<file path="config.mk">
export PLATFORM = sky130hd
export DESIGN_NAME = canonical_tty_line_editor_unit_flat
export DESIGN_NICKNAME = d
export VERILOG_FILES = /design/src/rtl/core/ctle_pkg.sv /design/src/rtl/core/ctle_channels.sv /design/src/rtl/core/ctle_ctl.sv /design/src/rtl/core/ctle_dp.sv /design/src/rtl/core/canonical_tty_line_editor_unit.sv /design/src/flat_wrapper.sv
export SDC_FILE = /design/constraint.sdc
export NUM_CORES = 1
export LEC_CHECK = 0
export ABC_AREA = 1
export BUFFER_PORTS_ARGS = -buffer_cell sky130_fd_sc_hd__clkbuf_2
export CAP_MARGIN = 20
export CORE_ASPECT_RATIO = 1.75
export CORE_MARGIN = 10
export CORE_UTILIZATION = 62
export CTS_CLUSTER_DIAMETER = 200
export DETAILED_ROUTE_END_ITERATION = 16
export GPL_ROUTABILITY_DRIVEN = 0
export PLACE_DENSITY = 0.8
export SYNTH_ARGS = -nofsm -noshare
export SYNTH_HDL_FRONTEND = slang
export SYNTH_SLANG_ARGS = --single-unit
</file>
<file path="constraint.sdc">
create_clock -name clock -period 3.6 [get_ports clock]
set_clock_uncertainty 0.15 [all_clocks]
set_input_delay 0.72 -clock clock [delete_from_list [all_inputs] [get_ports clock]]
set_output_delay 0.72 -clock clock [all_outputs]
set_load 0.05 [all_outputs]
</file>
<file path="src/rtl/core/ctle_pkg.sv">
// Shared types, constants and codes of the canonical tty line editor.
`default_nettype none

package ctle_pkg;

   // Line store geometry.
   localparam int LINE_DEPTH = 16;
   localparam int LEN_W      = $clog2(LINE_DEPTH + 1);
   localparam int IDX_W      = $clog2(LINE_DEPTH);

   // Configuration port geometry.
   localparam int CSR_IDX_W  = 3;
   localparam int CSR_DATA_W = 8;
   localparam int MODE_W     = 6;

   // Register indexes on the configuration port.
   localparam logic [CSR_IDX_W-1:0] REG_MODE      = 3'd0;
   localparam logic [CSR_IDX_W-1:0] REG_INTERRUPT = 3'd1;
   localparam logic [CSR_IDX_W-1:0] REG_QUIT      = 3'd2;
   localparam logic [CSR_IDX_W-1:0] REG_SUSPEND   = 3'd3;
   localparam logic [CSR_IDX_W-1:0] REG_ERASE     = 3'd4;
   localparam logic [CSR_IDX_W-1:0] REG_KILL      = 3'd5;
   localparam logic [CSR_IDX_W-1:0] REG_EOF       = 3'd6;

   // Bit positions in the mode register.
   localparam int FLAG_CRNL  = 0;
   localparam int FLAG_SIG   = 1;
   localparam int FLAG_CANON = 2;
   localparam int FLAG_ECHO  = 3;
   localparam int FLAG_ECHOE = 4;
   localparam int FLAG_ONLCR = 5;

   // Reset values of the configuration registers.
   localparam logic [MODE_W-1:0] RESET_MODE      = 6'd63;
   localparam logic [7:0]        RESET_INTERRUPT = 8'd3;
   localparam logic [7:0]        RESET_QUIT      = 8'd28;
   localparam logic [7:0]        RESET_SUSPEND   = 8'd26;
   localparam logic [7:0]        RESET_ERASE     = 8'd127;
   localparam logic [7:0]        RESET_KILL      = 8'd21;
   localparam logic [7:0]        RESET_EOF       = 8'd4;

   // Character constants.
   localparam logic [7:0] CHAR_CARET  = 8'h5E;
   localparam logic [7:0] CHAR_C      = 8'h43;
   localparam logic [7:0] CHAR_BSLASH = 8'h5C;
   localparam logic [7:0] CHAR_Z      = 8'h5A;
   localparam logic [7:0] CHAR_BS     = 8'h08;
   localparam logic [7:0] CHAR_SP     = 8'h20;
   localparam logic [7:0] CHAR_CR     = 8'h0D;
   localparam logic [7:0] CHAR_LF     = 8'h0A;

   // Signal codes.
   localparam logic [1:0] SIG_INTERRUPT = 2'd0;
   localparam logic [1:0] SIG_QUIT      = 2'd1;
   localparam logic [1:0] SIG_SUSPEND   = 2'd2;

   typedef enum logic [2:0] {
      KIND_ECHO    = 3'd0,
      KIND_DELIVER = 3'd1,
      KIND_SIGNAL  = 3'd2,
      KIND_EOF     = 3'd3,
      KIND_FLUSH   = 3'd4,
      KIND_REJECT  = 3'd5
   } result_kind_type;

   // Source of the byte field of a result word.
   typedef enum logic [3:0] {
      BSEL_ZERO,
      BSEL_DATA,
      BSEL_STORE,
      BSEL_CARET,
      BSEL_LETTER,
      BSEL_CR,
      BSEL_LF,
      BSEL_BS,
      BSEL_SP
   } byte_sel_type;

   typedef enum logic [4:0] {
      ST_IDLE,
      ST_DECODE,
      ST_REJECT,
      ST_SIGNAL,
      ST_FLUSH,
      ST_CARET,
      ST_LETTER,
      ST_SIG_CR,
      ST_SIG_LF,
      ST_RAW,
      ST_ECHO_CR,
      ST_ECHO_BYTE,
      ST_BS1,
      ST_SP,
      ST_BS2,
      ST_EOF,
      ST_RELEASE,
      ST_FINISH
   } state_type;

   // Commands from the controller to the datapath.
   typedef struct packed {
      logic            load;
      logic            set_abort;
      logic            end_item;
      logic            clear_len;
      logic            dec_len;
      logic            store_byte;
      logic            idx_clear;
      logic            idx_inc;
      logic            emit;
      result_kind_type kind;
      byte_sel_type    bsel;
      logic            last;
   } cmd_type;

   // Status from the datapath to the controller.
   typedef struct packed {
      logic out_free;
      logic aborted;
      logic is_sig;
      logic canon;
      logic echo;
      logic echoe;
      logic onlcr;
      logic is_erase;
      logic is_kill;
      logic is_eof;
      logic is_lf;
      logic full;
      logic len_zero;
      logic rel_last;
   } status_type;

endpackage

`default_nettype wire

</file>
<file path="src/rtl/core/ctle_channels.sv">
// Valid/ready channel interfaces for typed bytes and result words.
`default_nettype none

interface ctle_req_if;
   logic       valid;
   logic       ready;
   logic [7:0] data_byte;
   logic       last_of_write;

   modport source (output valid, output data_byte, output last_of_write, input ready);
   modport sink (input valid, input data_byte, input last_of_write, output ready);
endinterface

interface ctle_rsp_if;
   logic       valid;
   logic       ready;
   logic [2:0] result_kind;
   logic [7:0] result_byte;
   logic [1:0] signal_kind;
   logic       last_result;

   modport source (output valid, output result_kind, output result_byte,
                   output signal_kind, output last_result, input ready);
   modport sink (input valid, input result_kind, input result_byte,
                 input signal_kind, input last_result, output ready);
endinterface

`default_nettype wire

</file>
<file path="src/rtl/core/ctle_ctl.sv">
// Controller state machine that sequences the result words of one typed byte.
`default_nettype none

module ctle_ctl (
   input  logic                  clock,
   input  logic                  reset,
   input  logic                  in_valid,
   output logic                  in_ready,
   input  ctle_pkg::status_type  status,
   output ctle_pkg::cmd_type     cmd
);

   ctle_pkg::state_type state_ff, state_in;
   logic                kill_ff, kill_in;
   logic                fr;

   assign fr = status.out_free;

   // Next state and the kill-run flag.
   always_comb begin
      state_in = state_ff;
      kill_in  = kill_ff;
      case (state_ff)
         ctle_pkg::ST_IDLE: begin
            if (in_valid) state_in = ctle_pkg::ST_DECODE;
         end
         ctle_pkg::ST_DECODE: begin
            if (status.aborted) begin
               state_in = ctle_pkg::ST_REJECT;
            end else if (status.is_sig) begin
               state_in = ctle_pkg::ST_SIGNAL;
            end else if (!status.canon) begin
               state_in = ctle_pkg::ST_RAW;
            end else if (status.is_erase || status.is_kill) begin
               // Erase wins when the same byte is both erase and kill.
               kill_in = status.is_kill && !status.is_erase;
               if (!status.len_zero && status.echo && status.echoe)
                  state_in = ctle_pkg::ST_BS1;
               else
                  state_in = ctle_pkg::ST_FINISH;
            end else if (status.is_eof) begin
               state_in = status.len_zero ? ctle_pkg::ST_EOF : ctle_pkg::ST_RELEASE;
            end else if (status.full) begin
               state_in = ctle_pkg::ST_REJECT;
            end else if (status.echo) begin
               state_in = (status.is_lf && status.onlcr) ? ctle_pkg::ST_ECHO_CR
                                                         : ctle_pkg::ST_ECHO_BYTE;
            end else begin
               state_in = status.is_lf ? ctle_pkg::ST_RELEASE : ctle_pkg::ST_FINISH;
            end
         end
         ctle_pkg::ST_REJECT:  if (fr) state_in = ctle_pkg::ST_FINISH;
         ctle_pkg::ST_SIGNAL:  if (fr) state_in = ctle_pkg::ST_FLUSH;
         ctle_pkg::ST_FLUSH: begin
            if (fr) state_in = status.echo ? ctle_pkg::ST_CARET : ctle_pkg::ST_FINISH;
         end
         ctle_pkg::ST_CARET:   if (fr) state_in = ctle_pkg::ST_LETTER;
         ctle_pkg::ST_LETTER:  if (fr) state_in = ctle_pkg::ST_SIG_CR;
         ctle_pkg::ST_SIG_CR:  if (fr) state_in = ctle_pkg::ST_SIG_LF;
         ctle_pkg::ST_SIG_LF:  if (fr) state_in = ctle_pkg::ST_FINISH;
         ctle_pkg::ST_RAW: begin
            if (fr) begin
               if (!status.echo)
                  state_in = ctle_pkg::ST_FINISH;
               else if (status.is_lf && status.onlcr)
                  state_in = ctle_pkg::ST_ECHO_CR;
               else
                  state_in = ctle_pkg::ST_ECHO_BYTE;
            end
         end
         ctle_pkg::ST_ECHO_CR: if (fr) state_in = ctle_pkg::ST_ECHO_BYTE;
         ctle_pkg::ST_ECHO_BYTE: begin
            if (fr) begin
               state_in = (status.canon && status.is_lf) ? ctle_pkg::ST_RELEASE
                                                         : ctle_pkg::ST_FINISH;
            end
         end
         ctle_pkg::ST_BS1:     if (fr) state_in = ctle_pkg::ST_SP;
         ctle_pkg::ST_SP:      if (fr) state_in = ctle_pkg::ST_BS2;
         ctle_pkg::ST_BS2: begin
            if (fr) begin
               state_in = (kill_ff && !status.len_zero) ? ctle_pkg::ST_BS1
                                                       : ctle_pkg::ST_FINISH;
            end
         end
         ctle_pkg::ST_EOF:     if (fr) state_in = ctle_pkg::ST_FINISH;
         ctle_pkg::ST_RELEASE: begin
            if (fr && status.rel_last) state_in = ctle_pkg::ST_FINISH;
         end
         ctle_pkg::ST_FINISH:  state_in = ctle_pkg::ST_IDLE;
         default:              state_in = ctle_pkg::ST_IDLE;
      endcase
   end

   // Commands to the datapath for the current state.
   always_comb begin
      cmd      = '0;
      cmd.kind = ctle_pkg::KIND_ECHO;
      cmd.bsel = ctle_pkg::BSEL_ZERO;
      in_ready = 1'b0;
      case (state_ff)
         ctle_pkg::ST_IDLE: begin
            in_ready = 1'b1;
            cmd.load = in_valid;
         end
         ctle_pkg::ST_DECODE: begin
            if (status.aborted) begin
               cmd.set_abort = 1'b0;
            end else if (status.is_sig) begin
               cmd.clear_len = 1'b1;
            end else if (!status.canon) begin
               cmd.set_abort = 1'b0;
            end else if (status.is_erase) begin
               cmd.dec_len = !status.len_zero;
            end else if (status.is_kill) begin
               if (status.echo && status.echoe)
                  cmd.dec_len = !status.len_zero;
               else
                  cmd.clear_len = 1'b1;
            end else if (status.is_eof) begin
               cmd.idx_clear = 1'b1;
            end else if (status.full) begin
               cmd.set_abort = 1'b1;
            end else begin
               cmd.store_byte = 1'b1;
               cmd.idx_clear  = 1'b1;
            end
         end
         ctle_pkg::ST_REJECT: begin
            cmd.emit = fr;
            cmd.kind = ctle_pkg::KIND_REJECT;
            cmd.last = 1'b1;
         end
         ctle_pkg::ST_SIGNAL: begin
            cmd.emit = fr;
            cmd.kind = ctle_pkg::KIND_SIGNAL;
         end
         ctle_pkg::ST_FLUSH: begin
            cmd.emit = fr;
            cmd.kind = ctle_pkg::KIND_FLUSH;
            cmd.last = !status.echo;
         end
         ctle_pkg::ST_CARET: begin
            cmd.emit = fr;
            cmd.bsel = ctle_pkg::BSEL_CARET;
         end
         ctle_pkg::ST_LETTER: begin
            cmd.emit = fr;
            cmd.bsel = ctle_pkg::BSEL_LETTER;
         end
         ctle_pkg::ST_SIG_CR: begin
            cmd.emit = fr;
            cmd.bsel = ctle_pkg::BSEL_CR;
         end
         ctle_pkg::ST_SIG_LF: begin
            cmd.emit = fr;
            cmd.bsel = ctle_pkg::BSEL_LF;
            cmd.last = 1'b1;
         end
         ctle_pkg::ST_RAW: begin
            cmd.emit = fr;
            cmd.kind = ctle_pkg::KIND_DELIVER;
            cmd.bsel = ctle_pkg::BSEL_DATA;
            cmd.last = !status.echo;
         end
         ctle_pkg::ST_ECHO_CR: begin
            cmd.emit = fr;
            cmd.bsel = ctle_pkg::BSEL_CR;
         end
         ctle_pkg::ST_ECHO_BYTE: begin
            cmd.emit = fr;
            cmd.bsel = ctle_pkg::BSEL_DATA;
            cmd.last = !(status.canon && status.is_lf);
         end
         ctle_pkg::ST_BS1: begin
            cmd.emit = fr;
            cmd.bsel = ctle_pkg::BSEL_BS;
         end
         ctle_pkg::ST_SP: begin
            cmd.emit = fr;
            cmd.bsel = ctle_pkg::BSEL_SP;
         end
         ctle_pkg::ST_BS2: begin
            cmd.emit    = fr;
            cmd.bsel    = ctle_pkg::BSEL_BS;
            cmd.last    = !kill_ff || status.len_zero;
            cmd.dec_len = fr && kill_ff && !status.len_zero;
         end
         ctle_pkg::ST_EOF: begin
            cmd.emit = fr;
            cmd.kind = ctle_pkg::KIND_EOF;
            cmd.last = 1'b1;
         end
         ctle_pkg::ST_RELEASE: begin
            cmd.emit      = fr;
            cmd.kind      = ctle_pkg::KIND_DELIVER;
            cmd.bsel      = ctle_pkg::BSEL_STORE;
            cmd.last      = status.rel_last;
            cmd.idx_inc   = fr;
            cmd.clear_len = fr && status.rel_last;
         end
         ctle_pkg::ST_FINISH: begin
            cmd.end_item = 1'b1;
         end
         default: begin
            cmd.end_item = 1'b0;
         end
      endcase
   end

   // State registers.
   always_ff @(posedge clock) begin
      if (reset) begin
         state_ff <= ctle_pkg::ST_IDLE;
         kill_ff  <= 1'b0;
      end else begin
         state_ff <= state_in;
         kill_ff  <= kill_in;
      end
   end

endmodule

`default_nettype wire

</file>
<file path="src/rtl/core/ctle_dp.sv">
// Datapath: configuration, line store, length and index counters, result register.
`default_nettype none

module ctle_dp (
   input  logic                                 clock,
   input  logic                                 reset,
   input  logic                                 csr_we,
   input  logic [ctle_pkg::CSR_IDX_W-1:0]       csr_index,
   input  logic [ctle_pkg::CSR_DATA_W-1:0]      csr_wdata,
   input  logic [7:0]                           in_byte,
   input  logic                                 in_last,
   input  ctle_pkg::cmd_type                    cmd,
   output ctle_pkg::status_type                 status,
   output logic                                 out_valid,
   input  logic                                 out_ready,
   output logic [2:0]                           out_kind,
   output logic [7:0]                           out_byte,
   output logic [1:0]                           out_signal,
   output logic                                 out_last
);

   // Configuration registers.
   logic [ctle_pkg::MODE_W-1:0] mode_ff;
   logic [7:0] int_char_ff, quit_char_ff, susp_char_ff;
   logic [7:0] erase_char_ff, kill_char_ff, eof_char_ff;

   // Item state.
   logic [7:0]                 byte_ff, byte_in;
   logic                       last_ff, last_in;
   logic                       aborted_ff, aborted_in;
   logic [ctle_pkg::LEN_W-1:0] len_ff, len_in;
   logic [ctle_pkg::LEN_W-1:0] idx_ff, idx_in;
   logic [7:0]                 store_ff [ctle_pkg::LINE_DEPTH];
   logic [7:0]                 store_rd_ff;

   // Result register.
   logic                      rvalid_ff, rvalid_in;
   ctle_pkg::result_kind_type rkind_ff, rkind_in;
   logic [7:0]                rbyte_ff, rbyte_in;
   logic [1:0]                rsig_ff, rsig_in;
   logic                      rlast_ff, rlast_in;

   logic [1:0] sig_code;
   logic [7:0] letter;
   logic       is_int, is_quit, is_susp;

   // Configuration writes.
   always_ff @(posedge clock) begin
      if (reset) begin
         mode_ff       <= ctle_pkg::RESET_MODE;
         int_char_ff   <= ctle_pkg::RESET_INTERRUPT;
         quit_char_ff  <= ctle_pkg::RESET_QUIT;
         susp_char_ff  <= ctle_pkg::RESET_SUSPEND;
         erase_char_ff <= ctle_pkg::RESET_ERASE;
         kill_char_ff  <= ctle_pkg::RESET_KILL;
         eof_char_ff   <= ctle_pkg::RESET_EOF;
      end else if (csr_we) begin
         case (csr_index)
            ctle_pkg::REG_MODE:      mode_ff       <= csr_wdata[ctle_pkg::MODE_W-1:0];
            ctle_pkg::REG_INTERRUPT: int_char_ff   <= csr_wdata;
            ctle_pkg::REG_QUIT:      quit_char_ff  <= csr_wdata;
            ctle_pkg::REG_SUSPEND:   susp_char_ff  <= csr_wdata;
            ctle_pkg::REG_ERASE:     erase_char_ff <= csr_wdata;
            ctle_pkg::REG_KILL:      kill_char_ff  <= csr_wdata;
            ctle_pkg::REG_EOF:       eof_char_ff   <= csr_wdata;
            default:                 mode_ff       <= mode_ff;
         endcase
      end
   end

   // Character classification of the held byte.
   assign is_int  = byte_ff == int_char_ff;
   assign is_quit = byte_ff == quit_char_ff;
   assign is_susp = byte_ff == susp_char_ff;
   assign sig_code = is_int  ? ctle_pkg::SIG_INTERRUPT :
                     is_quit ? ctle_pkg::SIG_QUIT : ctle_pkg::SIG_SUSPEND;
   assign letter   = is_int  ? ctle_pkg::CHAR_C :
                     is_quit ? ctle_pkg::CHAR_BSLASH : ctle_pkg::CHAR_Z;

   always_comb begin
      status.out_free = !rvalid_ff || out_ready;
      status.aborted  = aborted_ff;
      status.is_sig   = mode_ff[ctle_pkg::FLAG_SIG] && (is_int || is_quit || is_susp);
      status.canon    = mode_ff[ctle_pkg::FLAG_CANON];
      status.echo     = mode_ff[ctle_pkg::FLAG_ECHO];
      status.echoe    = mode_ff[ctle_pkg::FLAG_ECHOE];
      status.onlcr    = mode_ff[ctle_pkg::FLAG_ONLCR];
      status.is_erase = byte_ff == erase_char_ff;
      status.is_kill  = byte_ff == kill_char_ff;
      status.is_eof   = byte_ff == eof_char_ff;
      status.is_lf    = byte_ff == ctle_pkg::CHAR_LF;
      status.full     = len_ff >= ctle_pkg::LEN_W'(ctle_pkg::LINE_DEPTH);
      status.len_zero = len_ff == '0;
      status.rel_last = ctle_pkg::LEN_W'(idx_ff + 1'b1) == len_ff;
   end

   // Next values of the item state.
   always_comb begin
      byte_in    = byte_ff;
      last_in    = last_ff;
      aborted_in = aborted_ff;
      len_in     = len_ff;
      idx_in     = idx_ff;
      if (cmd.load) begin
         // The CR to LF map is applied as the byte is taken in.
         byte_in = (mode_ff[ctle_pkg::FLAG_CRNL] && in_byte == ctle_pkg::CHAR_CR)
                   ? ctle_pkg::CHAR_LF : in_byte;
         last_in = in_last;
      end
      if (cmd.set_abort) aborted_in = 1'b1;
      if (cmd.end_item && last_ff) aborted_in = 1'b0;
      if (cmd.clear_len)
         len_in = '0;
      else if (cmd.dec_len)
         len_in = len_ff - 1'b1;
      else if (cmd.store_byte)
         len_in = len_ff + 1'b1;
      if (cmd.idx_clear)
         idx_in = '0;
      else if (cmd.idx_inc)
         idx_in = idx_ff + 1'b1;
   end

   // Next values of the result register.
   always_comb begin
      rvalid_in = rvalid_ff;
      rkind_in  = rkind_ff;
      rbyte_in  = rbyte_ff;
      rsig_in   = rsig_ff;
      rlast_in  = rlast_ff;
      if (cmd.emit) begin
         rvalid_in = 1'b1;
         rkind_in  = cmd.kind;
         rlast_in  = cmd.last;
         rsig_in   = (cmd.kind == ctle_pkg::KIND_SIGNAL) ? sig_code : 2'd0;
         case (cmd.bsel)
            ctle_pkg::BSEL_DATA:   rbyte_in = byte_ff;
            ctle_pkg::BSEL_STORE:  rbyte_in = store_rd_ff;
            ctle_pkg::BSEL_CARET:  rbyte_in = ctle_pkg::CHAR_CARET;
            ctle_pkg::BSEL_LETTER: rbyte_in = letter;
            ctle_pkg::BSEL_CR:     rbyte_in = ctle_pkg::CHAR_CR;
            ctle_pkg::BSEL_LF:     rbyte_in = ctle_pkg::CHAR_LF;
            ctle_pkg::BSEL_BS:     rbyte_in = ctle_pkg::CHAR_BS;
            ctle_pkg::BSEL_SP:     rbyte_in = ctle_pkg::CHAR_SP;
            default:               rbyte_in = 8'd0;
         endcase
      end else if (out_ready) begin
         rvalid_in = 1'b0;
      end
   end

   // Control registers.
   always_ff @(posedge clock) begin
      if (reset) begin
         aborted_ff <= 1'b0;
         len_ff     <= '0;
         idx_ff     <= '0;
         rvalid_ff  <= 1'b0;
      end else begin
         aborted_ff <= aborted_in;
         len_ff     <= len_in;
         idx_ff     <= idx_in;
         rvalid_ff  <= rvalid_in;
      end
   end

   // Payload registers.
   always_ff @(posedge clock) begin
      byte_ff  <= byte_in;
      last_ff  <= last_in;
      rkind_ff <= rkind_in;
      rbyte_ff <= rbyte_in;
      rsig_ff  <= rsig_in;
      rlast_ff <= rlast_in;
   end

   // Line store: written at the current length. The read register follows the
   // next release index, so it always holds the entry at the current index; a
   // byte written at the same edge and index is taken over directly.
   always_ff @(posedge clock) begin
      if (cmd.store_byte)
         store_ff[len_ff[ctle_pkg::IDX_W-1:0]] <= byte_ff;
      if (cmd.store_byte &&
          len_ff[ctle_pkg::IDX_W-1:0] == idx_in[ctle_pkg::IDX_W-1:0])
         store_rd_ff <= byte_ff;
      else
         store_rd_ff <= store_ff[idx_in[ctle_pkg::IDX_W-1:0]];
   end

   assign out_valid  = rvalid_ff;
   assign out_kind   = rkind_ff;
   assign out_byte   = rbyte_ff;
   assign out_signal = rsig_ff;
   assign out_last   = rlast_ff;

endmodule

`default_nettype wire

</file>
<file path="src/rtl/core/canonical_tty_line_editor_unit.sv">
// Top level of the canonical tty line editor: controller, datapath and channel wiring.
`default_nettype none

// Terminal line editor. Each accepted typed byte produces zero or more result
// words, one word per cycle while the result side takes them. An item passes
// through an accept step, a decode step, its result words and a closing step,
// and output stalls lengthen it. The controller emits the words of one item in
// sequence through a single result register, and the line store is read one
// entry per cycle while the result side takes them when a line is released.
// A new byte is taken only once all words of the previous one have been placed
// in the result register. Configuration is to be written through the csr port
// only while idle; the block itself does not enforce this.
module canonical_tty_line_editor_unit (
   input  logic                             clock,
   input  logic                             reset,
   ctle_req_if.sink                         req_chan,
   ctle_rsp_if.source                       rsp_chan,
   input  logic                             csr_we,
   input  logic [ctle_pkg::CSR_IDX_W-1:0]   csr_index,
   input  logic [ctle_pkg::CSR_DATA_W-1:0]  csr_wdata
);

   ctle_pkg::cmd_type    cmd;
   ctle_pkg::status_type status;
   logic                 in_ready;
   logic [2:0]           out_kind;
   logic [7:0]           out_byte;
   logic [1:0]           out_signal;
   logic                 out_last;
   logic                 out_valid;

   // Sequencing of the result words.
   ctle_ctl u_ctl (
      .clock    (clock),
      .reset    (reset),
      .in_valid (req_chan.valid),
      .in_ready (in_ready),
      .status   (status),
      .cmd      (cmd)
   );

   // Storage, classification and the result register.
   ctle_dp u_dp (
      .clock      (clock),
      .reset      (reset),
      .csr_we     (csr_we),
      .csr_index  (csr_index),
      .csr_wdata  (csr_wdata),
      .in_byte    (req_chan.data_byte),
      .in_last    (req_chan.last_of_write),
      .cmd        (cmd),
      .status     (status),
      .out_valid  (out_valid),
      .out_ready  (rsp_chan.ready),
      .out_kind   (out_kind),
      .out_byte   (out_byte),
      .out_signal (out_signal),
      .out_last   (out_last)
   );

   assign req_chan.ready       = in_ready;
   assign rsp_chan.valid       = out_valid;
   assign rsp_chan.result_kind = out_kind;
   assign rsp_chan.result_byte = out_byte;
   assign rsp_chan.signal_kind = out_signal;
   assign rsp_chan.last_result = out_last;

endmodule

`default_nettype wire

</file>
<file path="src/flat_wrapper.sv">
// flat-port wrapper written by rule: the top's interface ports become plain ports
module canonical_tty_line_editor_unit_flat 
  (clock, reset, csr_we, csr_index, csr_wdata, req_chan_valid, req_chan_data_byte, req_chan_last_of_write, req_chan_ready, rsp_chan_valid, rsp_chan_result_kind, rsp_chan_result_byte, rsp_chan_signal_kind, rsp_chan_last_result, rsp_chan_ready);
  ctle_req_if req_chan_i ();
  ctle_rsp_if rsp_chan_i ();
  input  logic clock;
  input  logic reset;
  input  logic csr_we;
  input  logic [ctle_pkg::CSR_IDX_W-1:0] csr_index;
  input  logic [ctle_pkg::CSR_DATA_W-1:0] csr_wdata;
  input wire logic [$bits(req_chan_i.valid)-1:0] req_chan_valid;
  input wire logic [$bits(req_chan_i.data_byte)-1:0] req_chan_data_byte;
  input wire logic [$bits(req_chan_i.last_of_write)-1:0] req_chan_last_of_write;
  output wire logic [$bits(req_chan_i.ready)-1:0] req_chan_ready;
  output wire logic [$bits(rsp_chan_i.valid)-1:0] rsp_chan_valid;
  output wire logic [$bits(rsp_chan_i.result_kind)-1:0] rsp_chan_result_kind;
  output wire logic [$bits(rsp_chan_i.result_byte)-1:0] rsp_chan_result_byte;
  output wire logic [$bits(rsp_chan_i.signal_kind)-1:0] rsp_chan_signal_kind;
  output wire logic [$bits(rsp_chan_i.last_result)-1:0] rsp_chan_last_result;
  input wire logic [$bits(rsp_chan_i.ready)-1:0] rsp_chan_ready;
  assign req_chan_i.valid = req_chan_valid;
  assign req_chan_i.data_byte = req_chan_data_byte;
  assign req_chan_i.last_of_write = req_chan_last_of_write;
  assign req_chan_ready = req_chan_i.ready;
  assign rsp_chan_valid = rsp_chan_i.valid;
  assign rsp_chan_result_kind = rsp_chan_i.result_kind;
  assign rsp_chan_result_byte = rsp_chan_i.result_byte;
  assign rsp_chan_signal_kind = rsp_chan_i.signal_kind;
  assign rsp_chan_last_result = rsp_chan_i.last_result;
  assign rsp_chan_i.ready = rsp_chan_ready;
  canonical_tty_line_editor_unit u_core (.clock(clock), .reset(reset), .req_chan(req_chan_i), .rsp_chan(rsp_chan_i), .csr_we(csr_we), .csr_index(csr_index), .csr_wdata(csr_wdata));
endmodule
</file>
==> impl_metrics.py <==
metrics = {
    "layout": {
        "fin_area_mm2": 0.0118,
        "seqCellArea_mm2": 0.00606,
        "syn_to_final_growth_pct": 12.1,
        "final_cells": 1463,
        "drive_above_1_share_pct": 13.3,
        "multiInputGateArea_mm2": 0.00383,
        "fillers": 1287,
        "n_antenna_cell": 0,
        "utilization_pct": 70.3,
        "nNetsFinal": 1252,
    },
    "route": {
        "drt-total-wl_um": 28900,
        "vias_per_cell": 5.87,
        "wl_per_cell_um": 19.7,
        "drt-initial-drc-count": 785,
        "num_vias": 8595,
        "drc": 0,
        "ant_nets": 0,
        "first_pass_iters": 7,
    },
    "run": {
        "maxCapViolCount": 0,
    },
    "power_and_ir_drop": {
        "ir_drop_mv": 0.533,
        "power_mw": 8.73,
        "power.density_mw_per_mm2": 740,
        "p_leak_nw": 4.95,
    },
    "synth": {
        "netlist_area_mm2": 0.0105,
        "synth_edf_count": 151,
        "syn_avg_cell_area_um2": 9.07,
        "synth_top_area_cell": "edfxtp_1",
        "yosysWarnings": 0,
        "synth_area_leaders": "edfxtp_1 (43%), dfxtp_1 (14%), nand2_1 (11%)",
        "synth_top_area_share_pct": 43.1,
        "synth-seq-area-share_pct": 57.5,
        "synth.ff_latch_count": 227,
        "synth_flop_cell": "edfxtp_1",
        "syn_nets": 1190,
        "synth_cells": 1160,
        "synth_cell_types": 46,
        "async_flop_share_pct": 0,
    },
    "critical_path": {
        "end_kind": "flop",
        "rrSetupSlack_ns": 0.29,
        "startpoint_type": "flop",
        "reg2reg_depth": 20,
        "crit_fanout": 16,
        "cp.arrival_ns": 3.54,
        "rr_endpoint": "u_core.u_dp.len_ff[4]$_SDFFE_PP0P_",
        "worstPathRequired_ns": 3.84,
        "path_class": "flop to flop",
        "reg2reg_from": "u_core.u_dp.byte_ff[1]$_SDFFCE_PP1P_",
    },
    "placement": {
        "hpwl_um": 20900,
        "preCtsSetupSlack_ns": 0.363,
        "portBuffers": 40,
        "placed_cells": 1424,
        "placed_area_mm2": 0.0111,
    },
    "hold_path": {
        "min_path_cells": 1,
        "min_to": "u_core.u_dp.last_ff$_DFFE_PP_",
        "min_path_type": "primary input to flop",
        "min_from": "req_chan_last_of_write",
    },
    "die": {
        "die_w_um": 118,
        "start_util_pct": 62.7,
        "dieArea_mm2": 0.0228,
        "dieHeight_um": 192,
        "fp-row-count": 63,
        "core-area_mm2": 0.0168,
        "io_pins": 41,
    },
    "cts": {
        "numCtsBuffers": 20,
        "clock-root-buffer": "clkbuf_16",
        "cts.path.max_buffers": 3,
        "cts_htree_levels": 1,
        "cts_hold_buf": 0,
        "clkTransAtPathRegs_ns": 0.07,
        "cts_tree": "done",
        "insertion_delay_ns": 0.50,
        "cts_post_setup_buffers_inserted": 0,
        "clock_sinks": 227,
        "cts_resized": 0,
    },
    "grt": {
        "overflow": 0,
        "first_global_vias": 8519,
        "grt_pass1_wl_um": 45400,
        "track_usage_pct": 25.2,
        "grt_max_degree": 65,
        "antenna_found_initial": 0,
    },
    "timing": {
        "rsz0062_at_grt": "false",
        "final_hold_viol_count": 0,
        "setup_slack_ns": 0.291,
        "setup_violations": 0,
        "worst_pin_slew_ns": 0.779,
        "min_period_ns": 3.31,
        "drv_slew": 0,
        "holdWs_ns": 0.263,
        "relSlewSlack_pct": 47.9,
        "max_freq_mhz": 302,
        "fin_setup_tns_ns": 0,
        "fin_crit_sh_pct": 91.9,
    },
    "status": {
        "run_status": "finished, final reports clean",
    },
}
-- power breakdown --
part           switching [mW]  internal [mW]
Sequential              0.328           3.29
Clock                   0.903           1.21
Combinational            2.13          0.859
-- cell usage after synthesis (3+ instances only) --
library cell / number
nand2_1: 296
a31oi_1: 3
inv_1: 94
o21ai_1: 7
o2111ai_1: 5
ha_1: 4
a221o_1: 3
a21oi_1: 74
xnor2_1: 25
nand3_2: 3
a22o_1: 3
nor2_2: 7
nand3_1: 43
a32o_1: 5
inv_2: 18
a221oi_1: 15
inv_4: 3
dfxtp_1: 76
edfxtp_1: 151
buf_4: 8
nand4_1: 11
xor2_1: 9
o211ai_1: 26
o221ai_1: 3
nor3_1: 8
o21ai_0: 54
clkbuf_1: 30
nor2_1: 140
nor2_4: 5
nand2_2: 8
buf_2: 5
-- worst max-delay path, stage by stage, from the launching register on --
cell and delay (ns):
edfxtp_1 0.79, inv_2 0.17, nand2_1 0.11, nand2_1 0.06, nand2_1 0.07, nor2_1 0.05, nand2_2 0.09, nand3_2 0.14
nand2_2 0.16, nand3_1 0.11, nand2_2 0.16, inv_1 0.08, fa_1 0.45, inv_1 0.07, a31oi_1 0.10, inv_1 0.07
nand4_1 0.09, nand2_1 0.09, nand2_1 0.05, nand2_1 0.07, nor2_1 0.05
-- layout make-up --
cell class	instances	share of cell area, %
Timing Repair Buffer	85	4.56
Sequential cell	227	51.3
Multi-Input combinational cell	772	32.4
Tap cell	227	2.41
Clock buffer	29	5.00
Clock inverter	7	0.498
Inverter	116	3.75
-- state kept, by name (all words and copies together) (netlist names), 2 cells and up, named ones only --
register	cells
u_core.u_dp.susp_char_ff	8
u_core.u_dp.eof_char_ff	8
u_core.u_dp.out_kind	3
u_core.u_dp.kill_char_ff	8
u_core.u_dp.out_byte	8
u_core.u_dp.erase_char_ff	8
u_core.u_dp.out_signal	2
u_core.u_ctl.state_ff	5
u_core.u_dp.len_ff	5
u_core.u_dp.store_ff	128
u_core.u_dp.byte_ff	8
u_core.u_dp.mode_ff	6
u_core.u_dp.idx_ff	5
u_core.u_dp.quit_char_ff	8
u_core.u_dp.int_char_ff	8
-- kinds of logic (layout without fill, tap and decap cells) --
| kind of cell | count (synthesis) | after routing | share of synthesized area [%] |
|---|---|---|---|
| adders and majority gates | 5 | 5 | 0.666 |
| xor gates and xnor gates | 34 | 34 | 2.83 |
| DFF | 227 | 227 | 57.5 |
| buffers and inverters | 161 | 237 | 6.16 |
| muxes | 1 | 1 | 0.0951 |
| AOI/OAI and AO/OA | 206 | 206 | 12.0 |
| and+or+nand+nor | 526 | 526 | 20.7 |
-- cells in the final DEF (no fill, tap or decap), types with 7 or more instances in the layout --
cell and instances:
a21oi_1 74, a221oi_1 15, buf_4 45, clkbuf_16 21, clkbuf_2 40, dfxtp_1 75
edfxtp_1 151, inv_1 97, inv_2 18, nand2_1 296, nand2_2 8, nand3_1 43
nand4_1 11, nor2_1 140, nor2_2 7, nor3_1 8, o211ai_1 26, o21ai_0 54
o21ai_1 7, xnor2_1 25, xor2_1 9
-- per-layer routing --
layer	vias to the layer above	share of wire (%)	GRT usage, %
met4	0	8.4	19.3
met2	428	52	46.2
met3	139	6.4	3.02
li1	4024	-	-
met5	-	0	0
met1	4004	33	25.6
-- how the worst max path moves through the flow --
stage          cells after the start                                  to                                 start  slack [ns]
3_5_place_dp                      22  u_core.u_dp.len_ff[4]$_SDFFE_PP0P_  u_core.u_dp.byte_ff[4]$_SDFFCE_PP0P_        0.36
2_1_floorplan                     22  u_core.u_dp.len_ff[4]$_SDFFE_PP0P_  u_core.u_dp.byte_ff[6]$_SDFFCE_PP0P_        0.79
5_1_grt                           20  u_core.u_dp.len_ff[4]$_SDFFE_PP0P_  u_core.u_dp.byte_ff[0]$_SDFFCE_PP0P_        0.06
4_1_cts                           22  u_core.u_dp.len_ff[4]$_SDFFE_PP0P_  u_core.u_dp.byte_ff[4]$_SDFFCE_PP0P_        0.31
6_report                          20  u_core.u_dp.len_ff[4]$_SDFFE_PP0P_  u_core.u_dp.byte_ff[1]$_SDFFCE_PP1P_        0.29
3_3_place_gp                      22  u_core.u_dp.len_ff[4]$_SDFFE_PP0P_  u_core.u_dp.byte_ff[4]$_SDFFCE_PP0P_        0.41
Power figures use the tool's default switching activity.
